File: src/design/pushdown_automaton_engine_assert.svh
// assertion macros shared by the pushdown automaton engine rtl
`ifndef PUSHDOWN_AUTOMATON_ENGINE_ASSERT_SVH
`define PUSHDOWN_AUTOMATON_ENGINE_ASSERT_SVH

// same-cycle implication, sampled on clk, off while rst_n is low
`define PAE_ASSERT_IMP(lbl, ante, cons, msg) \
  lbl: assert property (@(posedge clk) disable iff (!rst_n) (ante) |-> (cons)) \
    else $error(msg);

// next-cycle implication, sampled on clk, off while rst_n is low
`define PAE_ASSERT_NXT(lbl, ante, cons, msg) \
  lbl: assert property (@(posedge clk) disable iff (!rst_n) (ante) |=> (cons)) \
    else $error(msg);

`endif

File: src/design/pae_pkg.sv
// shared types and constants of the pushdown automaton engine
package pae_pkg;

  localparam int TABLE_ENTRIES_DEF = 64;
  localparam int STACK_DEPTH_DEF   = 64;

  localparam int STATE_W   = 4;
  localparam int SYM_W     = 8;
  localparam int KEY_W     = STATE_W + 2 * SYM_W;
  localparam int TRANS_W   = STATE_W + 1 + SYM_W;
  localparam int ENTRY_W   = KEY_W + TRANS_W;
  localparam int OUT_DEPTH_W = 7;

  localparam logic [SYM_W-1:0] EPS_SYM = 8'h30;

  localparam logic CMD_LOAD = 1'b0;
  localparam logic CMD_FEED = 1'b1;

  localparam logic [1:0] CFG_START_STATE = 2'd0;
  localparam logic [1:0] CFG_INIT_SYM    = 2'd1;
  localparam logic [1:0] CFG_ACCEPT_MASK = 2'd2;

  typedef enum logic [1:0] {
    ST_OK         = 2'd0,
    ST_NO_TRANS   = 2'd1,
    ST_OVERFLOW   = 2'd2,
    ST_TABLE_FULL = 2'd3
  } status_t;

  typedef struct packed {
    logic [STATE_W-1:0] from_state;
    logic [SYM_W-1:0]   symbol;
    logic [SYM_W-1:0]   top_symbol;
  } key_t;

  typedef struct packed {
    logic [STATE_W-1:0] to_state;
    logic               pop;
    logic [SYM_W-1:0]   push_symbol;
  } trans_t;

  // input tdata, last field in the lowest bits
  typedef struct packed {
    logic [SYM_W-1:0]   push_symbol;
    logic [SYM_W-1:0]   pop_symbol;
    logic [STATE_W-1:0] to_state;
    logic [SYM_W-1:0]   top_symbol;
    logic [SYM_W-1:0]   symbol;
    logic [STATE_W-1:0] from_state;
  } in_word_t;

  // output tdata, last field in the lowest bits
  typedef struct packed {
    logic [OUT_DEPTH_W-1:0] stack_depth;
    logic [STATE_W-1:0]     end_state;
    status_t                status;
    logic                   by_empty_stack;
    logic                   by_final_state;
    logic                   accepted;
  } out_word_t;

  typedef struct packed {
    logic done;
    logic hit;
    logic free;
  } tbl_stat_t;

  typedef enum logic [3:0] {
    S_IDLE,
    S_LOAD_WAIT,
    S_STEP_GO,
    S_STEP_WAIT,
    S_TOP_FETCH,
    S_EPS_GO,
    S_EPS_WAIT,
    S_FINISH
  } fsm_t;

endpackage

File: src/design/pushdown_automaton_engine.sv
// pushdown automaton engine top level: sequencer, stack control, result register
//
//  channel  direction  carries
//  in_      slave      load transition (tuser 0) or feed symbol (tuser 1), tlast ends a string
//  out_     master     one result per input transfer, tlast marks the verdict
//  cfg_     write      start state, initial stack symbol, accept mask
//
// every lookup scans the table memory one entry per cycle from the scan start: a miss
// reads the whole table, a hit stops early; a load takes one scan, a feed of a string not yet
// rejected one scan and, if that step succeeds, a second scan for the epsilon step on its last symbol
// in_tready is high only in the idle state; a finished result waits in the output
// register while the next transfer is taken, and the block holds at the end of an item
// only while that register is still full
// reset clears the table valid bits at once: no clearing pass
`include "pushdown_automaton_engine_assert.svh"
module pushdown_automaton_engine #(
  parameter int TABLE_ENTRIES = pae_pkg::TABLE_ENTRIES_DEF,
  parameter int STACK_DEPTH   = pae_pkg::STACK_DEPTH_DEF
) (
  input  logic        clk,
  input  logic        rst_n,
  input  logic        in_tvalid,
  output logic        in_tready,
  // from_state[3:0] symbol[11:4] top_symbol[19:12] to_state[23:20]
  // pop_symbol[31:24] push_symbol[39:32]
  input  logic [39:0] in_tdata,
  input  logic        in_tuser,   // command
  input  logic        in_tlast,   // last
  output logic        out_tvalid,
  input  logic        out_tready,
  // accepted[0] by_final_state[1] by_empty_stack[2] status[4:3]
  // end_state[8:5] stack_depth[15:9]
  output logic [15:0] out_tdata,
  output logic        out_tlast,  // done_res
  input  logic        cfg_we,
  input  logic [1:0]  cfg_index,
  input  logic [15:0] cfg_wdata
);
  import pae_pkg::*;

  localparam int IW = (TABLE_ENTRIES > 1) ? $clog2(TABLE_ENTRIES) : 1;
  localparam int AW = (STACK_DEPTH > 1) ? $clog2(STACK_DEPTH) : 1;
  localparam int DW = $clog2(STACK_DEPTH + 1);
  localparam logic [DW-1:0] DEPTH_MAX = DW'(STACK_DEPTH);

  fsm_t state_r, state_nxt;

  logic [STATE_W-1:0] start_state_r;
  logic [SYM_W-1:0]   init_sym_r;
  logic [15:0]        accept_mask_r;

  logic               cmd_r, last_r;
  logic [SYM_W-1:0]   sym_r;
  key_t               ld_key_r;
  trans_t             ld_trans_r;
  status_t            load_status_r;

  logic [STATE_W-1:0] cur_state_r;
  logic [DW-1:0]      depth_r;
  logic [SYM_W-1:0]   top_r, bottom_r;
  logic               string_start_r;
  status_t            reject_r;

  logic               out_tvalid_r, out_tlast_r;
  out_word_t          out_word_r, out_word;

  in_word_t           in_word;
  logic               in_xfer, out_free;

  logic               scan_start;
  key_t               scan_key;
  logic               tbl_wr_en;
  logic [IW-1:0]      tbl_wr_idx;
  tbl_stat_t          tbl_stat;
  logic [IW-1:0]      hit_idx, free_idx;
  trans_t             hit_trans;

  logic               stk_we;
  logic [AW-1:0]      stk_waddr, stk_raddr;
  logic [SYM_W-1:0]   stk_wdata, stk_rdata;

  logic [SYM_W-1:0]   top_sym;
  logic [DW-1:0]      nd;
  logic               pushes, overflow, done_res, verdict_ok, fin, emp;

  logic               scan_wait, out_full, out_reject, feed_xfer;

  assign in_word   = in_word_t'(in_tdata);
  assign in_tready = (state_r == S_IDLE);
  assign in_xfer   = in_tvalid && in_tready;
  assign out_free  = !out_tvalid_r || out_tready;

  // an empty stack shows the epsilon marker on top
  assign top_sym  = (depth_r == '0) ? EPS_SYM : top_r;
  assign nd       = (hit_trans.pop && depth_r != '0) ? depth_r - DW'(1) : depth_r;
  assign pushes   = (hit_trans.push_symbol != EPS_SYM);
  assign overflow = pushes && (nd >= DEPTH_MAX);

  pae_table #(.TABLE_ENTRIES(TABLE_ENTRIES)) u_table (
    .clk        (clk),
    .rst_n      (rst_n),
    .scan_start (scan_start),
    .scan_key   (scan_key),
    .wr_en      (tbl_wr_en),
    .wr_idx     (tbl_wr_idx),
    .wr_key     (ld_key_r),
    .wr_trans   (ld_trans_r),
    .stat       (tbl_stat),
    .hit_idx    (hit_idx),
    .free_idx   (free_idx),
    .hit_trans  (hit_trans)
  );

  pae_stack #(.STACK_DEPTH(STACK_DEPTH)) u_stack (
    .clk   (clk),
    .we    (stk_we),
    .waddr (stk_waddr),
    .wdata (stk_wdata),
    .raddr (stk_raddr),
    .rdata (stk_rdata)
  );

  always_comb begin
    state_nxt  = state_r;
    scan_start = 1'b0;
    scan_key   = '{from_state: cur_state_r, symbol: sym_r, top_symbol: top_sym};
    tbl_wr_en  = 1'b0;
    tbl_wr_idx = tbl_stat.hit ? hit_idx : free_idx;
    stk_we     = 1'b0;
    stk_waddr  = AW'(nd);
    stk_wdata  = hit_trans.push_symbol;
    stk_raddr  = AW'(nd - DW'(1));
    unique case (state_r)
      S_IDLE: begin
        if (in_xfer) begin
          if (in_tuser == CMD_LOAD) begin
            scan_start = 1'b1;
            scan_key   = '{from_state: in_word.from_state, symbol: in_word.symbol,
                           top_symbol: in_word.top_symbol};
            state_nxt  = S_LOAD_WAIT;
          end else begin
            if (string_start_r) begin
              stk_we    = 1'b1;
              stk_waddr = '0;
              stk_wdata = init_sym_r;
            end
            state_nxt = S_STEP_GO;
          end
        end
      end
      S_LOAD_WAIT: begin
        if (tbl_stat.done) begin
          tbl_wr_en = tbl_stat.hit || tbl_stat.free;
          state_nxt = S_FINISH;
        end
      end
      S_STEP_GO: begin
        if (reject_r == ST_OK) begin
          scan_start = 1'b1;
          state_nxt  = S_STEP_WAIT;
        end else begin
          state_nxt = S_FINISH;
        end
      end
      S_STEP_WAIT: begin
        if (tbl_stat.done) begin
          if (!tbl_stat.hit || overflow) begin
            state_nxt = S_FINISH;
          end else if (pushes) begin
            stk_we    = 1'b1;
            state_nxt = last_r ? S_EPS_GO : S_FINISH;
          end else if (hit_trans.pop && nd != '0) begin
            // popped without push: fetch the new top
            state_nxt = S_TOP_FETCH;
          end else begin
            state_nxt = last_r ? S_EPS_GO : S_FINISH;
          end
        end
      end
      S_TOP_FETCH: begin
        state_nxt = last_r ? S_EPS_GO : S_FINISH;
      end
      S_EPS_GO: begin
        scan_start = 1'b1;
        scan_key   = '{from_state: cur_state_r, symbol: EPS_SYM, top_symbol: top_sym};
        state_nxt  = S_EPS_WAIT;
      end
      S_EPS_WAIT: begin
        if (tbl_stat.done) begin
          state_nxt = S_FINISH;
        end
      end
      S_FINISH: begin
        if (out_free) begin
          state_nxt = S_IDLE;
        end
      end
      default: state_nxt = S_IDLE;
    endcase
  end

  always_ff @(posedge clk) begin
    if (!rst_n) begin
      state_r <= S_IDLE;
    end else begin
      state_r <= state_nxt;
    end
  end

  always_ff @(posedge clk) begin
    if (!rst_n) begin
      start_state_r <= '0;
      init_sym_r    <= 8'd90;
      accept_mask_r <= '0;
    end else if (cfg_we) begin
      unique case (cfg_index)
        CFG_START_STATE: start_state_r <= cfg_wdata[STATE_W-1:0];
        CFG_INIT_SYM:    init_sym_r    <= cfg_wdata[SYM_W-1:0];
        CFG_ACCEPT_MASK: accept_mask_r <= cfg_wdata;
        default: ;
      endcase
    end
  end

  // item capture
  always_ff @(posedge clk) begin
    if (in_xfer) begin
      cmd_r      <= in_tuser;
      last_r     <= in_tlast;
      sym_r      <= in_word.symbol;
      ld_key_r   <= '{from_state: in_word.from_state, symbol: in_word.symbol,
                      top_symbol: in_word.top_symbol};
      ld_trans_r <= '{to_state: in_word.to_state,
                      pop: (in_word.pop_symbol != EPS_SYM),
                      push_symbol: in_word.push_symbol};
    end
    if (state_r == S_LOAD_WAIT && tbl_stat.done) begin
      load_status_r <= (tbl_stat.hit || tbl_stat.free) ? ST_OK : ST_TABLE_FULL;
    end
  end

  // automaton state, depth, string start flag and reject status; cached top and bottom symbols below
  always_ff @(posedge clk) begin
    if (!rst_n) begin
      cur_state_r    <= '0;
      depth_r        <= '0;
      string_start_r <= 1'b1;
      reject_r       <= ST_OK;
    end else begin
      priority case (state_r)
        S_IDLE: begin
          if (in_xfer && in_tuser == CMD_FEED && string_start_r) begin
            cur_state_r    <= start_state_r;
            depth_r        <= DW'(1);
            reject_r       <= ST_OK;
            string_start_r <= 1'b0;
          end
        end
        S_STEP_WAIT: begin
          if (tbl_stat.done) begin
            if (!tbl_stat.hit) begin
              reject_r <= ST_NO_TRANS;
            end else if (overflow) begin
              reject_r <= ST_OVERFLOW;
            end else begin
              depth_r     <= pushes ? nd + DW'(1) : nd;
              cur_state_r <= hit_trans.to_state;
            end
          end
        end
        S_EPS_WAIT: begin
          if (tbl_stat.done && tbl_stat.hit) begin
            depth_r     <= nd;
            cur_state_r <= hit_trans.to_state;
          end
        end
        S_FINISH: begin
          if (out_free && cmd_r == CMD_FEED && last_r) begin
            string_start_r <= 1'b1;
          end
        end
        default: ;
      endcase
    end
  end

  always_ff @(posedge clk) begin
    if (state_r == S_IDLE && in_xfer && in_tuser == CMD_FEED && string_start_r) begin
      top_r    <= init_sym_r;
      bottom_r <= init_sym_r;
    end else if (state_r == S_STEP_WAIT && tbl_stat.done && tbl_stat.hit && !overflow &&
                 pushes) begin
      top_r <= hit_trans.push_symbol;
      if (nd == '0) begin
        bottom_r <= hit_trans.push_symbol;
      end
    end else if (state_r == S_TOP_FETCH) begin
      top_r <= stk_rdata;
    end
  end

  // result
  assign done_res   = (cmd_r == CMD_FEED) && last_r;
  assign verdict_ok = done_res && (reject_r == ST_OK);
  assign fin        = verdict_ok && accept_mask_r[cur_state_r];
  assign emp        = verdict_ok && (depth_r == DW'(1)) && (bottom_r == init_sym_r);

  always_comb begin
    out_word.accepted       = fin || emp;
    out_word.by_final_state = fin;
    out_word.by_empty_stack = emp;
    out_word.status         = (cmd_r == CMD_LOAD) ? load_status_r : reject_r;
    out_word.end_state      = cur_state_r;
    out_word.stack_depth    = OUT_DEPTH_W'(depth_r);
  end

  always_ff @(posedge clk) begin
    if (!rst_n) begin
      out_tvalid_r <= 1'b0;
    end else if (state_r == S_FINISH && out_free) begin
      out_tvalid_r <= 1'b1;
    end else if (out_tready) begin
      out_tvalid_r <= 1'b0;
    end
  end

  always_ff @(posedge clk) begin
    if (state_r == S_FINISH && out_free) begin
      out_word_r  <= out_word;
      out_tlast_r <= done_res;
    end
  end

  assign out_tvalid = out_tvalid_r;
  assign out_tdata  = out_word_r;
  assign out_tlast  = out_tlast_r;

  assign scan_wait  = (state_r == S_LOAD_WAIT) || (state_r == S_STEP_WAIT) ||
                      (state_r == S_EPS_WAIT);
  assign out_full   = out_tvalid_r && (out_word_r.status == ST_TABLE_FULL);
  assign out_reject = out_tvalid_r && (out_word_r.status != ST_OK);
  assign feed_xfer  = in_xfer && (in_tuser == CMD_FEED);

  `PAE_ASSERT_IMP(a_depth_bound, 1'b1, depth_r <= DEPTH_MAX, "stack depth above capacity")
  `PAE_ASSERT_IMP(a_scan_done_in_wait, tbl_stat.done, scan_wait, "scan done outside a wait state")
  `PAE_ASSERT_IMP(a_full_only_on_load, out_full, !out_tlast_r, "table full with a verdict")
  `PAE_ASSERT_IMP(a_reject_not_accepted, out_reject, !out_word_r.accepted, "rejected string accepted")
  `PAE_ASSERT_NXT(a_feed_opens_string, feed_xfer, !string_start_r, "string start left pending")

endmodule

File: src/design/pae_table.sv
// transition table memory with a one-entry-per-cycle key search
module pae_table #(
  parameter int TABLE_ENTRIES = pae_pkg::TABLE_ENTRIES_DEF,
  localparam int IW = (TABLE_ENTRIES > 1) ? $clog2(TABLE_ENTRIES) : 1
) (
  input  logic               clk,
  input  logic               rst_n,
  input  logic               scan_start,
  input  pae_pkg::key_t      scan_key,
  input  logic               wr_en,
  input  logic [IW-1:0]      wr_idx,
  input  pae_pkg::key_t      wr_key,
  input  pae_pkg::trans_t    wr_trans,
  output pae_pkg::tbl_stat_t stat,
  output logic [IW-1:0]      hit_idx,
  output logic [IW-1:0]      free_idx,
  output pae_pkg::trans_t    hit_trans
);
  import pae_pkg::*;

  localparam logic [IW-1:0] LAST_IDX = IW'(TABLE_ENTRIES - 1);

  logic [ENTRY_W-1:0]       mem [TABLE_ENTRIES];
  logic [TABLE_ENTRIES-1:0] valid_r;

  logic               scan_on_r, cmp_on_r;
  logic [IW-1:0]      rd_idx_r, cmp_idx_r;
  logic [ENTRY_W-1:0] rd_entry_r;
  logic               rd_valid_r;
  key_t               key_r;
  logic               done_r, hit_r, free_found_r;
  logic [IW-1:0]      hit_idx_r, free_idx_r;
  trans_t             hit_trans_r;
  logic               match;

  assign match = cmp_on_r && rd_valid_r && (key_t'(rd_entry_r[ENTRY_W-1:TRANS_W]) == key_r);

  always_ff @(posedge clk) begin
    if (wr_en) begin
      mem[wr_idx] <= {wr_key, wr_trans};
    end
    rd_entry_r <= mem[rd_idx_r];
    rd_valid_r <= valid_r[rd_idx_r];
    if (scan_start) begin
      key_r <= scan_key;
    end
    if (match) begin
      hit_idx_r   <= cmp_idx_r;
      hit_trans_r <= trans_t'(rd_entry_r[TRANS_W-1:0]);
    end
    if (cmp_on_r && !rd_valid_r && !free_found_r) begin
      free_idx_r <= cmp_idx_r;
    end
  end

  always_ff @(posedge clk) begin
    if (!rst_n) begin
      valid_r <= '0;
    end else if (wr_en) begin
      valid_r[wr_idx] <= 1'b1;
    end
  end

  // issue one read per cycle, compare the entry read in the cycle before
  always_ff @(posedge clk) begin
    if (!rst_n) begin
      scan_on_r    <= 1'b0;
      cmp_on_r     <= 1'b0;
      rd_idx_r     <= '0;
      cmp_idx_r    <= '0;
      done_r       <= 1'b0;
      hit_r        <= 1'b0;
      free_found_r <= 1'b0;
    end else begin
      done_r <= 1'b0;
      if (scan_start) begin
        scan_on_r    <= 1'b1;
        cmp_on_r     <= 1'b0;
        rd_idx_r     <= '0;
        free_found_r <= 1'b0;
        hit_r        <= 1'b0;
      end else begin
        cmp_on_r  <= scan_on_r;
        cmp_idx_r <= rd_idx_r;
        if (scan_on_r) begin
          if (rd_idx_r == LAST_IDX) begin
            scan_on_r <= 1'b0;
          end else begin
            rd_idx_r <= rd_idx_r + IW'(1);
          end
        end
        if (match) begin
          done_r    <= 1'b1;
          hit_r     <= 1'b1;
          scan_on_r <= 1'b0;
          cmp_on_r  <= 1'b0;
        end else if (cmp_on_r) begin
          if (!rd_valid_r) begin
            free_found_r <= 1'b1;
          end
          if (cmp_idx_r == LAST_IDX) begin
            done_r <= 1'b1;
            hit_r  <= 1'b0;
          end
        end
      end
    end
  end

  assign stat.done = done_r;
  assign stat.hit  = hit_r;
  assign stat.free = free_found_r;
  assign hit_idx   = hit_idx_r;
  assign free_idx  = free_idx_r;
  assign hit_trans = hit_trans_r;

endmodule

File: src/design/pae_stack.sv
// symbol stack memory, one write and one registered read per cycle
module pae_stack #(
  parameter int STACK_DEPTH = pae_pkg::STACK_DEPTH_DEF,
  localparam int AW = (STACK_DEPTH > 1) ? $clog2(STACK_DEPTH) : 1
) (
  input  logic                      clk,
  input  logic                      we,
  input  logic [AW-1:0]             waddr,
  input  logic [pae_pkg::SYM_W-1:0] wdata,
  input  logic [AW-1:0]             raddr,
  output logic [pae_pkg::SYM_W-1:0] rdata
);
  import pae_pkg::*;

  logic [SYM_W-1:0] mem [STACK_DEPTH];
  logic [SYM_W-1:0] rdata_r;

  always_ff @(posedge clk) begin
    if (we) begin
      mem[waddr] <= wdata;
    end
    rdata_r <= mem[raddr];
  end

  assign rdata = rdata_r;

endmodule
File: config.mk
export PLATFORM = sky130hd
export DESIGN_NAME = pushdown_automaton_engine
export DESIGN_NICKNAME = d
export VERILOG_FILES = /design/src/design/pae_pkg.sv /design/src/design/pushdown_automaton_engine.sv /design/src/design/pae_table.sv /design/src/design/pae_stack.sv
export VERILOG_INCLUDE_DIRS = /design/src /design/src/design
export SDC_FILE = /design/constraint.sdc
export NUM_CORES = 2
export LEC_CHECK = 0
export ABC_AREA = 0
export BUFFER_PORTS_ARGS = -buffer_cell sky130_fd_sc_hd__buf_2
export CAP_MARGIN = 30
export CORE_UTILIZATION = 60
export DETAILED_ROUTE_END_ITERATION = 8
export PLACE_DENSITY_LB_ADDON = 0.3
export SLEW_MARGIN = 5
export SYNTH_ARGS = -nofsm -noshare
export SYNTH_HDL_FRONTEND = slang
export SYNTH_SLANG_ARGS = --single-unit
File: constraint.sdc
create_clock -name clk -period 4.95 [get_ports clk]
set_input_delay 0.2475 -clock clk [delete_from_list [all_inputs] [get_ports clk]]
set_output_delay 0.2475 -clock clk [all_outputs]
set_load 0.01 [all_outputs]
[Word level (Yosys, flattened, before mapping)]
Memories as Yosys holds them, arrays and structs flattened. A register that Yosys moved wholly into a read port is not among the register bits.
Index checks and enable logic that the tools add are counted.
Storage, ports and cells
  register bits after elaboration: 244
  bits in writable memories: 2624
  input bits: 65
  output and inout bits: 19
  word-level logic and storage cells: 242
  memories kept: 2
Memory list
  u_table.mem: depth 64, width 33, rd ports 1, clocked after Yosys merged registers in 1, wr ports 1, line pae_table.sv:23  | logic [ENTRY_W-1:0] mem [TABLE_ENTRIES];
  u_stack.mem: depth 64, width 8, rd ports 1, clocked after Yosys merged registers in 1, wr ports 1, line pae_stack.sv:15  | logic [SYM_W-1:0] mem [STACK_DEPTH];
Cells by class
  add/sub/neg operators: 4
  magnitude comparators: 5
  eq/ne operators: 26
  mux-type cells: 89
  bitwise operators: 5
  reductions and logical operators: 67
Operators by type and width (number)
  $mux 8: 11
  $or 64x64->64: 1
  $mux 7: 7
  $mux 20: 2
  $pmux 20 s2: 1
  $mux 4: 9
  $mux 1: 32
  $mux 6: 5
  $logic_and 1x1->1: 28
  $pmux 4 s7: 1
  $mux 2: 11
  $pmux 7 s3: 1
  $eq 20x20->1: 1
  $eq 4x3->1 const B: 4
  $ne 8x6->1 const B: 2
  $logic_not 7->1: 2
  $lt 6x7->1 const B: 2
  $reduce_bool 2->1: 7
  $reduce_bool 7->1: 2
  $eq 6x6->1 const B: 2
  $pmux 4 s3: 1
  $reduce_and 2->1: 6
  $ne 2x1->1 const B: 5
  $eq 4x2->1 const B: 2
  32 further kinds: 51

[Logic depth before layout (Yosys ltp)]
  depth in word-level cells: 11
  gate-level depth with buffers: 18
  gate-level depth less buffers: 13

[Cells and area by module]
A second synthesis with hierarchy kept.
Unflattened totals
  cell total of the unflattened synthesis: 5517
  area total of the unflattened synthesis: 112304.0 µm²
Modules (own cells, without submodules)
  pae_table: instances 1, cells an instance 3981, area an instance 86450.4 µm², seq. area each 67074.3 µm²
  pae_stack: instances 1, cells an instance 972, area an instance 20190.6 µm², seq. area each 15534.9 µm²
  pushdown_automaton_engine: instances 1, cells an instance 564, area an instance 5662.9 µm², seq. area each 2992.9 µm²

[Worst setup path after synthesis]
No wires, ideal clock.
  path kind: reg-to-reg
  start: register depth_r[0]
  end: register u_stack.rdata_r[5], in the netlist u_stack.rdata[5], read port of u_stack.mem
  library setup time: 134 ps
  arrival time: 4448 ps
  required time: 4816 ps
  setup slack: 367 ps
  stages on the path, launching flop included: 16
  buffers on the path: 4
  clock period less this slack: 4583 ps
  cells stage by stage: dfxtp_1 inv_1 ha_1 or3b_4 o21ai_4 mux2i_2 inv_1 ha_1 clkbuf_1 inv_2 buf_1 clkbuf_1 clkbuf_1 mux2i_1 o32ai_1 or4_1
On the way
  longest elaborated chain between the ends: 4
  elaborated cells between the ends (all ways): 5
  those cells by class: 2 x add/sub; 1 x mux; 2 x reduce/logical
RTL lines
  from (decl): line pushdown_automaton_engine.sv:59  | logic [DW-1:0] depth_r;
  from (signal assigned): line pushdown_automaton_engine.sv:266  | depth_r <= pushes ? nd + DW'(1) : nd;
  from (signal assigned): line pushdown_automaton_engine.sv:273  | depth_r <= nd;
  parallel branches: the longest is 2 deep, another holds $sub 7x1->7
  $mux 7 (*): line pushdown_automaton_engine.sv:95  | assign nd = (hit_trans.pop && depth_r != '0) ? depth_r - DW'(1) : depth_r;
  $sub 6x1->6 (*): line pushdown_automaton_engine.sv:132  | stk_raddr = AW'(nd - DW'(1));
  to (decl): line pae_stack.sv:16  | logic [SYM_W-1:0] rdata_r;
Every way passes the cells marked *.
A chain may end at the register's enable or synchronous reset.

[Worst setup path after layout]
  start: register depth_r[0]
  end: register u_stack.rdata_r[6], in the netlist u_stack.rdata[6], read port of u_stack.mem
The elaborated chain is that of the path after synthesis.

==> summary.md <==
| Metric | Value |
|---|---|
| Count of synthesis-stage warnings from yosys | `0` |
| Total congestion overflow after global routing | `0` |
| Part of the total power dissipated in the clock network | `37.0%` |
| Switching power total | `14.6 mW` |
| Switching share of power | `24.6%` |
| Maximum single-stage delay on the critical path | `530 ps` |
| Pins over their slew limit | `0` |
| Cell at the root of the clock tree | `clkbuf_16` |
| Compound-gate portion of the synthesized area | `1.49%` |
| Slowest cell on the critical path | `or4_1` |
| Die Outline Area | `0.187 mm2` |
| Area fraction in and, or, nand and nor cells after synthesis | `2.10%` |
| Via count | `55189` |
| Slack of the worst reg-to-reg path | `350 ps` |
| Initial standard-cell utilization of the core | `60.5%` |
| DRT Wirelength | `283000 um` |
| Leakage power | `39.2 nW` |
| Number of enable-type register cells in the synthesized netlist | `2738` |
| Yosys reg bits | `2907` |
| Boundary Pins | `84` |
| Number of nets produced by synthesis | `4973` |
| Hold Path Class | `primary input to flop` |
| Nets | `5408` |
| XOR/XNOR share of the synthesized area | `0.384%` |
| Die boundary width | `432 um` |
| Core region area | `0.183 mm2` |
| Detailed-route DRC error count | `0` |
| Cells traversed along the worst timing path | `inv_1 > ha_1 > or3b_4 > o21ai_4 > mux2i_2 > inv_1 > ha_1 > inv_4 > buf_4 > mux4_2 > o21ai_0 > a2111oi_0 > a311o_1 > or4_1` |
| TritonCTS clock tree | `yes` |
| Finished Core Util | `69.0%` |
| Max Clock Freq | `217 MHz` |
| Adder-cell share of the synthesized area | `0.0676%` |
| Endpoint class of the critical path | `flop` |
| Slew margin rel. | `30.9%` |
| Highest ir drop seen on vdd | `380 uV` |
| Insertion delay to the later sink of the worst-skew pair | `970 ps` |
| Number of levels the H-tree was split into | `5` |
| Share of layout cells above drive strength 1 | `29.7%` |
| Number of buffers added on ports | `83` |
| Clock sink count | `2907` |
| Cts repair resizes | `0` |
| Filler-free cell count of the finished design | `8021` |
| Signal arrival time at the worst endpoint | `5380 ps` |
| Part of the total power dissipated in combinational logic | `15.2%` |
| First-pass GRT wire length | `402000 um` |
| Routed wirelength normalized by instance count | `35.3 um` |
| Number of detailed-routing iterations run before antenna repair | `6` |
| Number of hold-slack violations in the final timing report | `0` |
| Layout Skew | `78.9 ps` |
| Accumulated negative setup slack | `0 ps` |
| Sequential fraction of design power | `47.7%` |
| Maximum fanout encountered on the critical timing path | `36` |
| Required time worst endpoint | `5740 ps` |
| Post-Syn Area | `0.111 mm2` |
| Chip height | `432 um` |
| Count of unique library cells instantiated by Yosys | `77` |
| Final Cycle Share | `92.9%` |
| Power density over cell area | `468 mW/mm2` |
| Cell Rows | `157` |
| Path type of the worst setup path | `flop to flop` |
| CP Buf/Inv Count | `4` |
| Gate Count Post-Synth | `4902` |
| Fraction of registers with async set/reset | `0%` |
| Clock transition at the register clock pins on the worst setup and hold paths after CTS | `60 ps` |
| Global-route usage over all layers | `30.8%` |
| Number of global-route vias before repair | `56078` |
| Mean instance size in the synthesized netlist | `22.7 um2` |
| Initial antenna violation count | `29` |
| DR iter-0 viols | `7919` |
| Num CTS Buffers | `294` |
| Placed Cells incl. Taps | `7406` |
| Startpoint class of the critical path | `flop` |
| Worst slew pin tran | `1030 ps` |
| Growth of design area from synthesis to finish | `14.0%` |
| Last weighted congestion value of the routability-driven placer | `0.916` |
| Dominant combinational cell family by area after synthesis | `multiplexers` |
| Maximum number of pins on one net before global-route repair | `106` |
| Layout fillers | `10637` |
| Internal Pwr Total | `44.7 mW` |
| Routed Antenna Nets | `0` |
| Outcome | `finished, final reports clean` |
| Crit path max-delay family | `buffers and inverters` |
| HPWL after detailed placement | `154000 um` |
| Synth Flop Type | `edfxtp_1` |
| Max Cap Viol | `0` |
| Multiplexer share of the synthesized area | `17.9%` |
| Unrepaired setup endpoints after global routing | `false` |
| Setup violators final | `0` |
| Via density | `6.88` |
| Time the final worst path needs with I/O delays and setup | `4600 ps` |
| Maximum buffer depth of the clock tree | `4` |
| Proportion of synthesized chip area in sequential cells | `77.1%` |
==> kinds of logic after synthesis <==
family	after synthesis
simple gates	517
buf+inv	268
compound gates	222
xor+xnor	47
fa+ha+maj	6
flops	2907
mux	935
==> registers in the layout, summed over array words and instances, names as in the netlist, 8 cells and up <==
name / count
u_table.mem: 2112
u_stack.mem: 512
u_table.valid_r: 64
u_table.rd_entry_r: 33
ld_key_r: 20
u_table.key_r: 20
accept_mask_r: 16
out_tdata: 16
ld_trans_r: 13
u_table.hit_trans: 13
bottom_r: 8
init_sym_r: 8
top_r: 8
u_stack.rdata: 8
==> layout by cell type, fill, tap and decap left out, types with 31 or more instances in the layout <==
master	count
edfxtp_1	2738
mux4_2	837
clkbuf_16	301
buf_4	172
nand2_1	166
dfxtp_1	163
nor2_1	123
dlygate4sd3_1	94
mux2i_1	89
buf_2	83
o21a_1	67
nor2_4	65
clkbuf_1	65
nand3_1	41
clkinv_1	40
clkinv_2	39
buf_12	35
o21ai_0	31
==> final timing paths <==
path | endpoint | start | cells after the start
setup / recovery | u_stack.rdata[6]$_DFF_P_ | depth_r[0]$_SDFFE_PN0P_ | 14
hold / removal | ld_key_r[11]$_DFFE_PP_ | in_tdata[7] | 2
setup reg to reg | u_stack.rdata[6]$_DFF_P_ | depth_r[0]$_SDFFE_PN0P_ | 14
hold reg to reg | u_table.hit_trans[9]$_DFFE_PP_ | u_table.rd_entry_r[9]$_DFF_P_ | 0
==> area by class of cell <==
class / count / area [um2] / area share, %
sequential: 2907 / 85600 / 67.7
multi-input combinational: 1727 / 24900 / 19.7
clock buffer: 379 / 7960 / 6.29
timing repair buffer: 389 / 3490 / 2.75
tap: 2464 / 3080 / 2.44
clock inverter: 131 / 1410 / 1.11
inverter: 18 / 75.1 / 0.0593
antenna: 6 / 15.0 / 0.0119
==> stage by stage <==
stage | setup slack, ps | total power [mW] | hold slack [ps] | area (um2)
6_report | 352 | 59.3 | 63.9 | 127000
5_1_grt | 196 | 60.8 | 63.0 | 127000
4_1_cts | 391 | 59.3 | 1.05 | 126000
3_5_place_dp | 437 | 37.5 | 389 | 116000
3_3_place_gp | 487 | 37.3 | 387 | 116000
2_1_floorplan | 367 | 34.8 | 346 | 111000
==> repair_timing <==
item                                   CTS  global route
buffers inserted                         0             0
endpoints found under the hold margin  114             0
hold buffers                            94             0
==> synth_stat cells (all sizes together) (10+ instances only) <==
| library cell | number | area share (%) |
|---|---|---|
| clkbuf | 171 | 0.58 |
| o22ai | 20 | 0.12 |
| o21ai | 33 | 0.17 |
| a21boi | 27 | 0.18 |
| buf | 79 | 0.34 |
| dfxtp | 169 | 3.0 |
| o21a | 67 | 0.45 |
| inv | 18 | 0.061 |
| nand3 | 41 | 0.18 |
| nor2 | 189 | 0.64 |
| xor2 | 19 | 0.15 |
| mux4 | 837 | 17 |
| edfxtp | 2738 | 74 |
| nor3 | 17 | 0.077 |
| nand2 | 175 | 0.60 |
| o32ai | 10 | 0.079 |
| xnor2 | 28 | 0.23 |
| nand4 | 19 | 0.11 |
| nor2b | 16 | 0.090 |
| mux2i | 90 | 0.81 |
| a21oi | 11 | 0.050 |
==> layer usage <==
metal	track usage, %	part of all wire (%)
met1	41.0	35
met2	50.0	49
met3	6.32	11
met4	13.5	4.6
met5	0	0.019
==> power by group through the flow <==
stage / Combinational, mW / Sequential [mW] / Clock [mW]
finish: 9.03 / 28.3 / 22.0
global route: 9.46 / 28.3 / 23.0
CTS: 8.94 / 28.3 / 22.1
detailed placement: 8.73 / 28.8 / 0
global placement: 8.53 / 28.8 / 0
floorplan: 5.85 / 28.9 / 0
Note: power is estimated with default switching activity, not from simulation.
